===== src/sv/rgb_to_hsv_converter_macros.svh =====
// assertion helpers for the rgb to hsv converter
`ifndef RGB_TO_HSV_CONVERTER_MACROS_SVH
`define RGB_TO_HSV_CONVERTER_MACROS_SVH

// same-cycle implication, checked out of reset
`define RHC_ASSERT_IMP(lbl, ante, cons, msg) \
    lbl: assert property (@(posedge i_clk) disable iff (!i_rst_n) (ante) |-> (cons)) \
        else $error(msg);

// next-cycle implication, checked out of reset
`define RHC_ASSERT_NXT(lbl, ante, cons, msg) \
    lbl: assert property (@(posedge i_clk) disable iff (!i_rst_n) (ante) |=> (cons)) \
        else $error(msg);

`endif


===== src/sv/rhc_pkg.sv =====
package rhc_pkg;

    localparam int CH_W       = 8;
    localparam int HUE_W      = 15;
    localparam int SAT_W      = 16;
    localparam int SAT_FRAC   = 15;
    localparam int HUE_Q_W    = 12;
    localparam int HUE_NUM_W  = 20;

    // long division: numerator width, steps per stage, stage count
    localparam int DIV_W      = 24;
    localparam int DIV_STEPS  = 4;
    localparam int DIV_STAGES = DIV_W / DIV_STEPS;

    localparam logic [HUE_Q_W-1:0] HUE_SCALE  = 12'd3840;
    localparam logic [HUE_W-1:0]   BASE_RED   = 15'd0;
    localparam logic [HUE_W-1:0]   BASE_GREEN = 15'd7680;
    localparam logic [HUE_W-1:0]   BASE_BLUE  = 15'd15360;
    localparam logic [HUE_W:0]     FULL_TURN  = 16'd23040;
    localparam logic [SAT_W-1:0]   SAT_ONE    = 16'd32768;

    typedef enum logic [1:0] {
        SEC_RED,
        SEC_GREEN,
        SEC_BLUE
    } t_sector;

    typedef struct packed {
        t_sector           sector;
        logic              neg;
        logic              grey;
        logic              black;
        logic [CH_W-1:0]   value;
    } t_side;

    // numerator bits shift out of the top, quotient bits shift in at the bottom
    typedef struct packed {
        logic [DIV_W-1:0]  nq;
        logic [CH_W-1:0]   rem;
        logic [CH_W-1:0]   den;
    } t_lane;

    typedef struct packed {
        t_side side;
        t_lane sat;
        t_lane hue;
    } t_div;

    function automatic t_lane div_steps(input t_lane lin);
        t_lane          l;
        logic [CH_W:0]  part;
        l = lin;
        for (int k = 0; k < DIV_STEPS; k++) begin
            part = {l.rem, l.nq[DIV_W-1]};
            if (part >= {1'b0, l.den}) begin
                l.rem = CH_W'(part - {1'b0, l.den});
                l.nq  = {l.nq[DIV_W-2:0], 1'b1};
            end else begin
                l.rem = part[CH_W-1:0];
                l.nq  = {l.nq[DIV_W-2:0], 1'b0};
            end
        end
        return l;
    endfunction

endpackage


===== src/sv/rhc_prep.sv =====
module rhc_prep (
    input  logic                         i_clk,
    input  logic                         i_rst_n,
    input  logic                         i_en,
    input  logic                         i_valid,
    input  logic [rhc_pkg::CH_W-1:0]     i_red,
    input  logic [rhc_pkg::CH_W-1:0]     i_green,
    input  logic [rhc_pkg::CH_W-1:0]     i_blue,
    output logic                         o_valid,
    output rhc_pkg::t_div                o_div
);

    // stage a: max, min, sector and signed numerator
    logic                         r_a_valid;
    rhc_pkg::t_sector             r_a_sector;
    logic [rhc_pkg::CH_W-1:0]     r_a_max;
    logic [rhc_pkg::CH_W-1:0]     r_a_min;
    logic signed [rhc_pkg::CH_W:0] r_a_num;

    rhc_pkg::t_sector             n_a_sector;
    logic [rhc_pkg::CH_W-1:0]     n_a_max;
    logic [rhc_pkg::CH_W-1:0]     n_a_min;
    logic signed [rhc_pkg::CH_W:0] n_a_num;

    always_comb begin
        // ties go to red, then green
        priority if (i_red >= i_green && i_red >= i_blue) begin
            n_a_sector = rhc_pkg::SEC_RED;
            n_a_max    = i_red;
        end else if (i_green >= i_blue) begin
            n_a_sector = rhc_pkg::SEC_GREEN;
            n_a_max    = i_green;
        end else begin
            n_a_sector = rhc_pkg::SEC_BLUE;
            n_a_max    = i_blue;
        end
        n_a_min = i_red;
        if (i_green < n_a_min) n_a_min = i_green;
        if (i_blue < n_a_min) n_a_min = i_blue;
        unique case (n_a_sector)
            rhc_pkg::SEC_RED:   n_a_num = $signed({1'b0, i_green}) - $signed({1'b0, i_blue});
            rhc_pkg::SEC_GREEN: n_a_num = $signed({1'b0, i_blue}) - $signed({1'b0, i_red});
            default:            n_a_num = $signed({1'b0, i_red}) - $signed({1'b0, i_green});
        endcase
    end

    always_ff @(posedge i_clk) begin
        if (!i_rst_n) begin
            r_a_valid <= 1'b0;
        end else if (i_en) begin
            r_a_valid <= i_valid;
        end
    end

    always_ff @(posedge i_clk) begin
        if (i_en) begin
            r_a_sector <= n_a_sector;
            r_a_max    <= n_a_max;
            r_a_min    <= n_a_min;
            r_a_num    <= n_a_num;
        end
    end

    // stage b: delta, magnitude, scaled hue numerator, divider operands
    logic                              r_b_valid;
    rhc_pkg::t_div                     r_b_div;
    rhc_pkg::t_div                     n_b_div;
    logic [rhc_pkg::CH_W-1:0]          n_delta;
    logic [rhc_pkg::CH_W-1:0]          n_abs;
    logic [rhc_pkg::HUE_NUM_W-1:0]     n_prod;

    always_comb begin
        n_delta = r_a_max - r_a_min;
        n_abs   = r_a_num[rhc_pkg::CH_W] ? rhc_pkg::CH_W'(-r_a_num)
                                         : r_a_num[rhc_pkg::CH_W-1:0];
        n_prod  = rhc_pkg::HUE_NUM_W'(n_abs) * rhc_pkg::HUE_NUM_W'(rhc_pkg::HUE_SCALE);

        n_b_div.side.sector = r_a_sector;
        n_b_div.side.neg    = r_a_num[rhc_pkg::CH_W];
        n_b_div.side.grey   = (n_delta == '0);
        n_b_div.side.black  = (r_a_max == '0);
        n_b_div.side.value  = r_a_max;

        n_b_div.sat.nq  = {{(rhc_pkg::DIV_W - rhc_pkg::CH_W - rhc_pkg::SAT_FRAC){1'b0}},
                           n_delta, {rhc_pkg::SAT_FRAC{1'b0}}};
        n_b_div.sat.rem = '0;
        n_b_div.sat.den = r_a_max;

        n_b_div.hue.nq  = rhc_pkg::DIV_W'(n_prod);
        n_b_div.hue.rem = '0;
        n_b_div.hue.den = n_delta;
    end

    always_ff @(posedge i_clk) begin
        if (!i_rst_n) begin
            r_b_valid <= 1'b0;
        end else if (i_en) begin
            r_b_valid <= r_a_valid;
        end
    end

    always_ff @(posedge i_clk) begin
        if (i_en) begin
            r_b_div <= n_b_div;
        end
    end

    assign o_valid = r_b_valid;
    assign o_div   = r_b_div;

endmodule


===== src/sv/rhc_div.sv =====
module rhc_div (
    input  logic           i_clk,
    input  logic           i_rst_n,
    input  logic           i_en,
    input  logic           i_valid,
    input  rhc_pkg::t_div  i_div,
    output logic           o_valid,
    output rhc_pkg::t_div  o_div
);

    // both quotients advance four bits per stage, side info rides along
    logic           r_valid [rhc_pkg::DIV_STAGES];
    rhc_pkg::t_div  r_stage [rhc_pkg::DIV_STAGES];

    for (genvar s = 0; s < rhc_pkg::DIV_STAGES; s++) begin : g_stage
        rhc_pkg::t_div w_in;
        logic          w_vin;
        rhc_pkg::t_div n_stage;

        if (s == 0) begin : g_first
            assign w_in  = i_div;
            assign w_vin = i_valid;
        end else begin : g_next
            assign w_in  = r_stage[s-1];
            assign w_vin = r_valid[s-1];
        end

        always_comb begin
            n_stage      = w_in;
            n_stage.sat  = rhc_pkg::div_steps(w_in.sat);
            n_stage.hue  = rhc_pkg::div_steps(w_in.hue);
        end

        always_ff @(posedge i_clk) begin
            if (!i_rst_n) begin
                r_valid[s] <= 1'b0;
            end else if (i_en) begin
                r_valid[s] <= w_vin;
            end
        end

        always_ff @(posedge i_clk) begin
            if (i_en) begin
                r_stage[s] <= n_stage;
            end
        end
    end

    assign o_valid = r_valid[rhc_pkg::DIV_STAGES-1];
    assign o_div   = r_stage[rhc_pkg::DIV_STAGES-1];

endmodule


===== src/sv/rhc_post.sv =====
module rhc_post (
    input  logic                          i_clk,
    input  logic                          i_rst_n,
    input  logic                          i_en,
    input  logic                          i_valid,
    input  rhc_pkg::t_div                 i_div,
    output logic                          o_valid,
    output logic [rhc_pkg::HUE_W-1:0]     o_hue,
    output logic [rhc_pkg::SAT_W-1:0]     o_sat,
    output logic [rhc_pkg::CH_W-1:0]      o_value
);

    logic                          r_valid;
    logic [rhc_pkg::HUE_W-1:0]     r_hue;
    logic [rhc_pkg::SAT_W-1:0]     r_sat;
    logic [rhc_pkg::CH_W-1:0]      r_value;

    logic [rhc_pkg::HUE_W-1:0]     n_hue;
    logic [rhc_pkg::SAT_W-1:0]     n_sat;
    logic [rhc_pkg::HUE_W-1:0]     n_base;
    logic [rhc_pkg::HUE_Q_W-1:0]   n_q;
    logic                          n_round;
    logic [rhc_pkg::HUE_W:0]       n_sum;
    logic [rhc_pkg::HUE_W:0]       n_wrap;

    always_comb begin
        unique case (i_div.side.sector)
            rhc_pkg::SEC_RED:   n_base = rhc_pkg::BASE_RED;
            rhc_pkg::SEC_GREEN: n_base = rhc_pkg::BASE_GREEN;
            default:            n_base = rhc_pkg::BASE_BLUE;
        endcase
        n_q     = i_div.hue.nq[rhc_pkg::HUE_Q_W-1:0];
        n_round = (i_div.hue.rem != '0);
        // negative numerator floors away from zero
        if (i_div.side.neg) begin
            n_sum = {1'b0, n_base} - (rhc_pkg::HUE_W+1)'(n_q) - (rhc_pkg::HUE_W+1)'(n_round);
        end else begin
            n_sum = {1'b0, n_base} + (rhc_pkg::HUE_W+1)'(n_q);
        end
        n_wrap = n_sum[rhc_pkg::HUE_W] ? n_sum + rhc_pkg::FULL_TURN : n_sum;
        n_hue  = i_div.side.grey ? '0 : n_wrap[rhc_pkg::HUE_W-1:0];
        n_sat  = i_div.side.black ? '0 : i_div.sat.nq[rhc_pkg::SAT_W-1:0];
    end

    always_ff @(posedge i_clk) begin
        if (!i_rst_n) begin
            r_valid <= 1'b0;
        end else if (i_en) begin
            r_valid <= i_valid;
        end
    end

    always_ff @(posedge i_clk) begin
        if (i_en) begin
            r_hue   <= n_hue;
            r_sat   <= n_sat;
            r_value <= i_div.side.value;
        end
    end

    assign o_valid = r_valid;
    assign o_hue   = r_hue;
    assign o_sat   = r_sat;
    assign o_value = r_value;

endmodule


===== src/sv/rgb_to_hsv_converter.sv =====
// RGB to HSV converter: takes one 8-bit RGB pixel per clock and returns hue in 1/64-degree
// units, saturation with 32768 meaning 1.0 and brightness as the largest channel. The block
// is a 9-stage pipeline, and a new pixel can be accepted every cycle while o_ready is high.
// Two max/min and operand stages feed six divider stages that resolve both quotients four
// bits at a time over a 24-bit numerator, and a last stage assembles the hue and holds the
// result. When the result is not taken the whole pipeline holds; o_ready is low only while
// a result waits and i_ready is low.
`include "rgb_to_hsv_converter_macros.svh"

module rgb_to_hsv_converter (
    input  logic                          i_clk,
    input  logic                          i_rst_n,
    input  logic                          i_valid,
    output logic                          o_ready,
    input  logic [rhc_pkg::CH_W-1:0]      i_red,
    input  logic [rhc_pkg::CH_W-1:0]      i_green,
    input  logic [rhc_pkg::CH_W-1:0]      i_blue,
    output logic                          o_valid,
    input  logic                          i_ready,
    output logic [rhc_pkg::HUE_W-1:0]     o_hue,
    output logic [rhc_pkg::SAT_W-1:0]     o_saturation,
    output logic [rhc_pkg::CH_W-1:0]      o_brightness
);

    logic           w_en;
    logic           w_prep_valid;
    rhc_pkg::t_div  w_prep_div;
    logic           w_div_valid;
    rhc_pkg::t_div  w_div_div;

    // every stage moves together unless the held result is blocked
    assign w_en    = !o_valid || i_ready;
    assign o_ready = w_en;

    rhc_prep u_prep (
        .i_clk   (i_clk),
        .i_rst_n (i_rst_n),
        .i_en    (w_en),
        .i_valid (i_valid),
        .i_red   (i_red),
        .i_green (i_green),
        .i_blue  (i_blue),
        .o_valid (w_prep_valid),
        .o_div   (w_prep_div)
    );

    rhc_div u_div (
        .i_clk   (i_clk),
        .i_rst_n (i_rst_n),
        .i_en    (w_en),
        .i_valid (w_prep_valid),
        .i_div   (w_prep_div),
        .o_valid (w_div_valid),
        .o_div   (w_div_div)
    );

    rhc_post u_post (
        .i_clk   (i_clk),
        .i_rst_n (i_rst_n),
        .i_en    (w_en),
        .i_valid (w_div_valid),
        .i_div   (w_div_div),
        .o_valid (o_valid),
        .o_hue   (o_hue),
        .o_sat   (o_saturation),
        .o_value (o_brightness)
    );

    // zero saturation means zero delta, which covers black as well as gray
    `RHC_ASSERT_IMP(a_sat_range, o_valid, o_saturation <= rhc_pkg::SAT_ONE, "saturation above 1.0")
    `RHC_ASSERT_IMP(a_hue_range, o_valid, {1'b0, o_hue} < rhc_pkg::FULL_TURN, "hue not below 360")
    `RHC_ASSERT_IMP(a_grey_hue, o_valid && o_saturation == '0, o_hue == '0, "nonzero gray hue")
    `RHC_ASSERT_NXT(a_stall_keeps, !o_ready, o_valid, "blocked result dropped")

endmodule

===== config.mk =====
export PLATFORM = sky130hd
export DESIGN_NAME = rgb_to_hsv_converter
export DESIGN_NICKNAME = d
export VERILOG_FILES = /design/src/sv/rhc_pkg.sv /design/src/sv/rhc_prep.sv /design/src/sv/rhc_div.sv /design/src/sv/rhc_post.sv /design/src/sv/rgb_to_hsv_converter.sv
export VERILOG_INCLUDE_DIRS = /design/src /design/src/sv
export SDC_FILE = /design/constraint.sdc
export NUM_CORES = 2
export LEC_CHECK = 0
export ABC_AREA = 1
export BUFFER_PORTS_ARGS = -buffer_cell sky130_fd_sc_hd__buf_4
export CELL_PAD_IN_SITES_DETAIL_PLACEMENT = 0
export CELL_PAD_IN_SITES_GLOBAL_PLACEMENT = 1
export CORE_UTILIZATION = 34
export CTS_CLUSTER_SIZE = 40
export DETAILED_ROUTE_END_ITERATION = 6
export HOLD_SLACK_MARGIN = 0.1
export PLACE_DENSITY = 0.66
export SLEW_MARGIN = 15
export SYNTH_ARGS = -nofsm -noshare
export SYNTH_HDL_FRONTEND = slang
export SYNTH_SLANG_ARGS = --single-unit

===== constraint.sdc =====
create_clock -name i_clk -period 30.7 [get_ports i_clk]
set_input_delay 6.14 -clock i_clk [delete_from_list [all_inputs] [get_ports i_clk]]
set_output_delay 6.14 -clock i_clk [all_outputs]
set_load 0.05 [all_outputs]

==> summary.txt <==
Clocking
  • Clock root cell: clkbuf_16
  • CTS Buf Count: 49
  • Max clock buf depth: 3
  • CTS tree: done
  • H-tree Lvls: 2
  • Clk Latency, worst-skew pair: 0.65 ns
  • Hold_buf cts: 0
  • CTS clk-pin slew, worst paths: 0.06 ns
  • Post-cts resize count: 0
  • Postcts setup bufs: 0
  • Clk sinks: 402

Synth
  • Multiplexer share of the synthesized area: 0%
  • Syn Area/Cell: 8.23 um2
  • Main combinational cell family by area after synthesis: simple AND/OR/NAND/NOR gates
  • Cells after synthesis: 4355
  • Share of flip-flops with an asynchronous set or reset: 0%
  • Main flop type after synthesis: edfxtp_1
  • Xor/xnor cell area share of the yosys netlist: 7.09%
  • Syn. warnings: 0
  • Netlist Area Pre-Place: 35800 um2
  • Synth Area in Adders: 17.0%
  • FF+latch count, synth: 402
  • Distinct cells, synth: 65
  • Synth Area in Simple Gates: 23.1%
  • Synth Area in Compound Gates: 11.5%
  • Post-synth EDFFs: 398
  • Post-synthesis sequential area ratio: 33.6%

Routing
  • Routed WL: 84100 um
  • Residual DRC: 0
  • Via/cell ratio: 4.73
  • First-pass DRT Iterations: 5
  • First-iteration detailed-routing DRC count: 1507
  • Routed vias: 27759
  • Routed WL per cell: 14.3 um
  • Final ANT Viol Nets: 0

GRT
  • Initial antenna violation count: 2
  • Largest net degree at the start of global routing: 85
  • Global route overflow: 0
  • Vias in the first global route: 26812
  • First-pass GRT wire length: 138000 um
  • Total global-route track usage: 15.7%

STA
  • Hold_ws: 0.404 ns
  • Unrepaired setup endpoints after global routing: false
  • Achievable Freq: 75.4 MHz
  • Max-Slew Margin vs Limit: 30.6%
  • # setup viols final: 0
  • Slew of the pin with the lowest slew margin: 1.04 ns
  • Fin Setup TNS: 0 ns
  • Final Hold Vio Count: 0
  • Max Transition Viols Final: 0
  • Period utilization: 43.2%
  • Setup ws final: 17.43 ns
  • Clock skew: 0.0635 ns
  • Crit path time final: 13.27 ns

Hold path
  • Hold-critical path endpoint: u_div.r_stage[5][68]$_DFFE_PN_
  • Hold Startpoint: u_div.r_stage[4][64]$_DFFE_PN_
  • Hold Path Class: flop to flop
  • Cell count of the worst hold path: 0

Final layout
  • Fill cells: 10758
  • Layout area overhead: 10.3%
  • Antenna diode count: 0
  • Layout cells sized above 1: 8.54%
  • Util after Layout: 38.0%
  • Most common cell after layout, fill and taps aside: nand2_1
  • Nets: 4936
  • Commonest cells after routing, fill and taps aside: nand2_1 (1010), inv_1 (627), ha_1 (417), edfxtp_1 (398), a21oi_1 (305)

Place
  • Worst Setup Slack post-DPL: 17.44 ns
  • Gpl congestion: 0.843
  • Post-DP HPWL: 67600 um
  • I/O Buffers: 68

Status
  • Outcome: completed

Floorplan
  • Die height: 327 um
  • Die area: 107000 um2
  • Placeable Area: 104000 um2
  • DIE WIDTH: 327 um
  • IO Count: 69
  • Site row count: 118
  • Initial Utilization: 34.5%

Setup path
  • End of the worst register-to-register path: u_div.r_stage[1][15]$_DFFE_PN_
  • Startpoint types: input pin
  • Worst setup EP type: primary output
  • Worst Path Arrival: 7.13 ns
  • CP Class: input pin to primary output
  • Worst R2R Setup Slack: 22.83 ns
  • WP data required: 24.56 ns
  • Critical path peak fanout: 43
  • FF-to-FF path depth: 40
  • Reg-to-reg startpoint: u_div.r_stage[0][76]$_DFFE_PN_

Job
  • Maximum capacitance violations: 0
routing by layer:
layer  global-route usage [%]  part of all wire [%]  wire length (um)  vias to the layer above
li1                         -                     -                 -                    14858
met5                        0                     0                 0                        -
met2                     26.4                    46             38700                      284
met4                     3.13                   1.6              1300                        0
met3                     1.99                   2.9              2460                       82
met1                     21.5                    49             41600                    12535
area by class of cell:
cell class | instances | area (um2) | share of cell area [%]
Multi-Input combinational cell | 3271 | 21100 | 53.3
Sequential cell | 402 | 12000 | 30.4
Inverter | 648 | 2450 | 6.21
Tap cell | 1380 | 1730 | 4.37
Clock buffer | 52 | 1240 | 3.13
Timing Repair Buffer | 75 | 563 | 1.42
Clock inverter | 37 | 472 | 1.19
how the worst max path moves through the flow:
stage | start | to | depth (start not counted)
after global placement | i_ready | o_ready | 4
after floorplan | i_ready | o_ready | 2
after detailed placement | i_ready | o_ready | 4
final | i_ready | o_ready | 4
after CTS | i_ready | o_ready | 4
after global routing | i_ready | o_ready | 4
cells by family after synthesis:
family | Yosys count
fa+ha+maj | 461
xor+xnor | 290
simple gates | 1823
other cells | 1
compound gates | 691
buf+inv | 687
flops | 402
per-stage QoR:
step,area (um2),cells
2_1_floorplan,35900,4360
3_3_place_gp,37800,5776
3_5_place_dp,37800,5776
4_1_cts,39500,5865
5_1_grt,39500,5865
6_report,39500,5865
sequential cells by signal (all words and copies together), names as in the netlist, 2 cells and up:
| register | count |
|---|---|
| u_div.r_valid | 6 |
| u_prep.r_a_min | 8 |
| u_post.o_sat | 16 |
| u_prep.r_a_max | 8 |
| u_div.r_stage | 294 |
| u_post.o_value | 8 |
| u_post.o_hue | 15 |
| u_prep.o_div | 33 |
| u_prep.r_a_num | 9 |
| u_prep.r_a_sector | 2 |
critical path, cell delays in order:
cell    delay, ns
buf_4        0.11
nor2_1       0.32
inv_8        0.20
buf_4        0.29
cells in the mapped netlist (11+ instances only):
library cell	n	share of area, %
nand3_1	204	2.8
a21o_1	25	0.52
a21oi_2	17	0.42
xnor2_1	105	2.6
a21oi_1	305	4.3
nand3_2	20	0.56
buf_6	19	0.60
o21ai_1	56	0.78
nand2_1	1010	11
a211oi_1	15	0.31
nor2_1	299	3.1
nor2_4	14	0.44
o21a_1	11	0.23
o21bai_1	23	0.48
xor2_1	185	4.5
nand2_4	24	0.75
nand2_2	35	0.61
fa_1	44	2.5
or2_2	22	0.38
ha_1	417	15
nor3_1	38	0.53
a31oi_1	16	0.28
o21ai_0	128	1.8
nor2_2	20	0.35
edfxtp_1	398	33
o21ai_2	26	0.64
o221ai_1	17	0.42
inv_2	16	0.17
nand3b_1	15	0.31
o211ai_1	19	0.40
inv_1	628	6.6
nand4_1	83	1.4
Power is not shown: default switching activity piles up to over one toggle a cycle in this logic, so the estimate is an artifact.
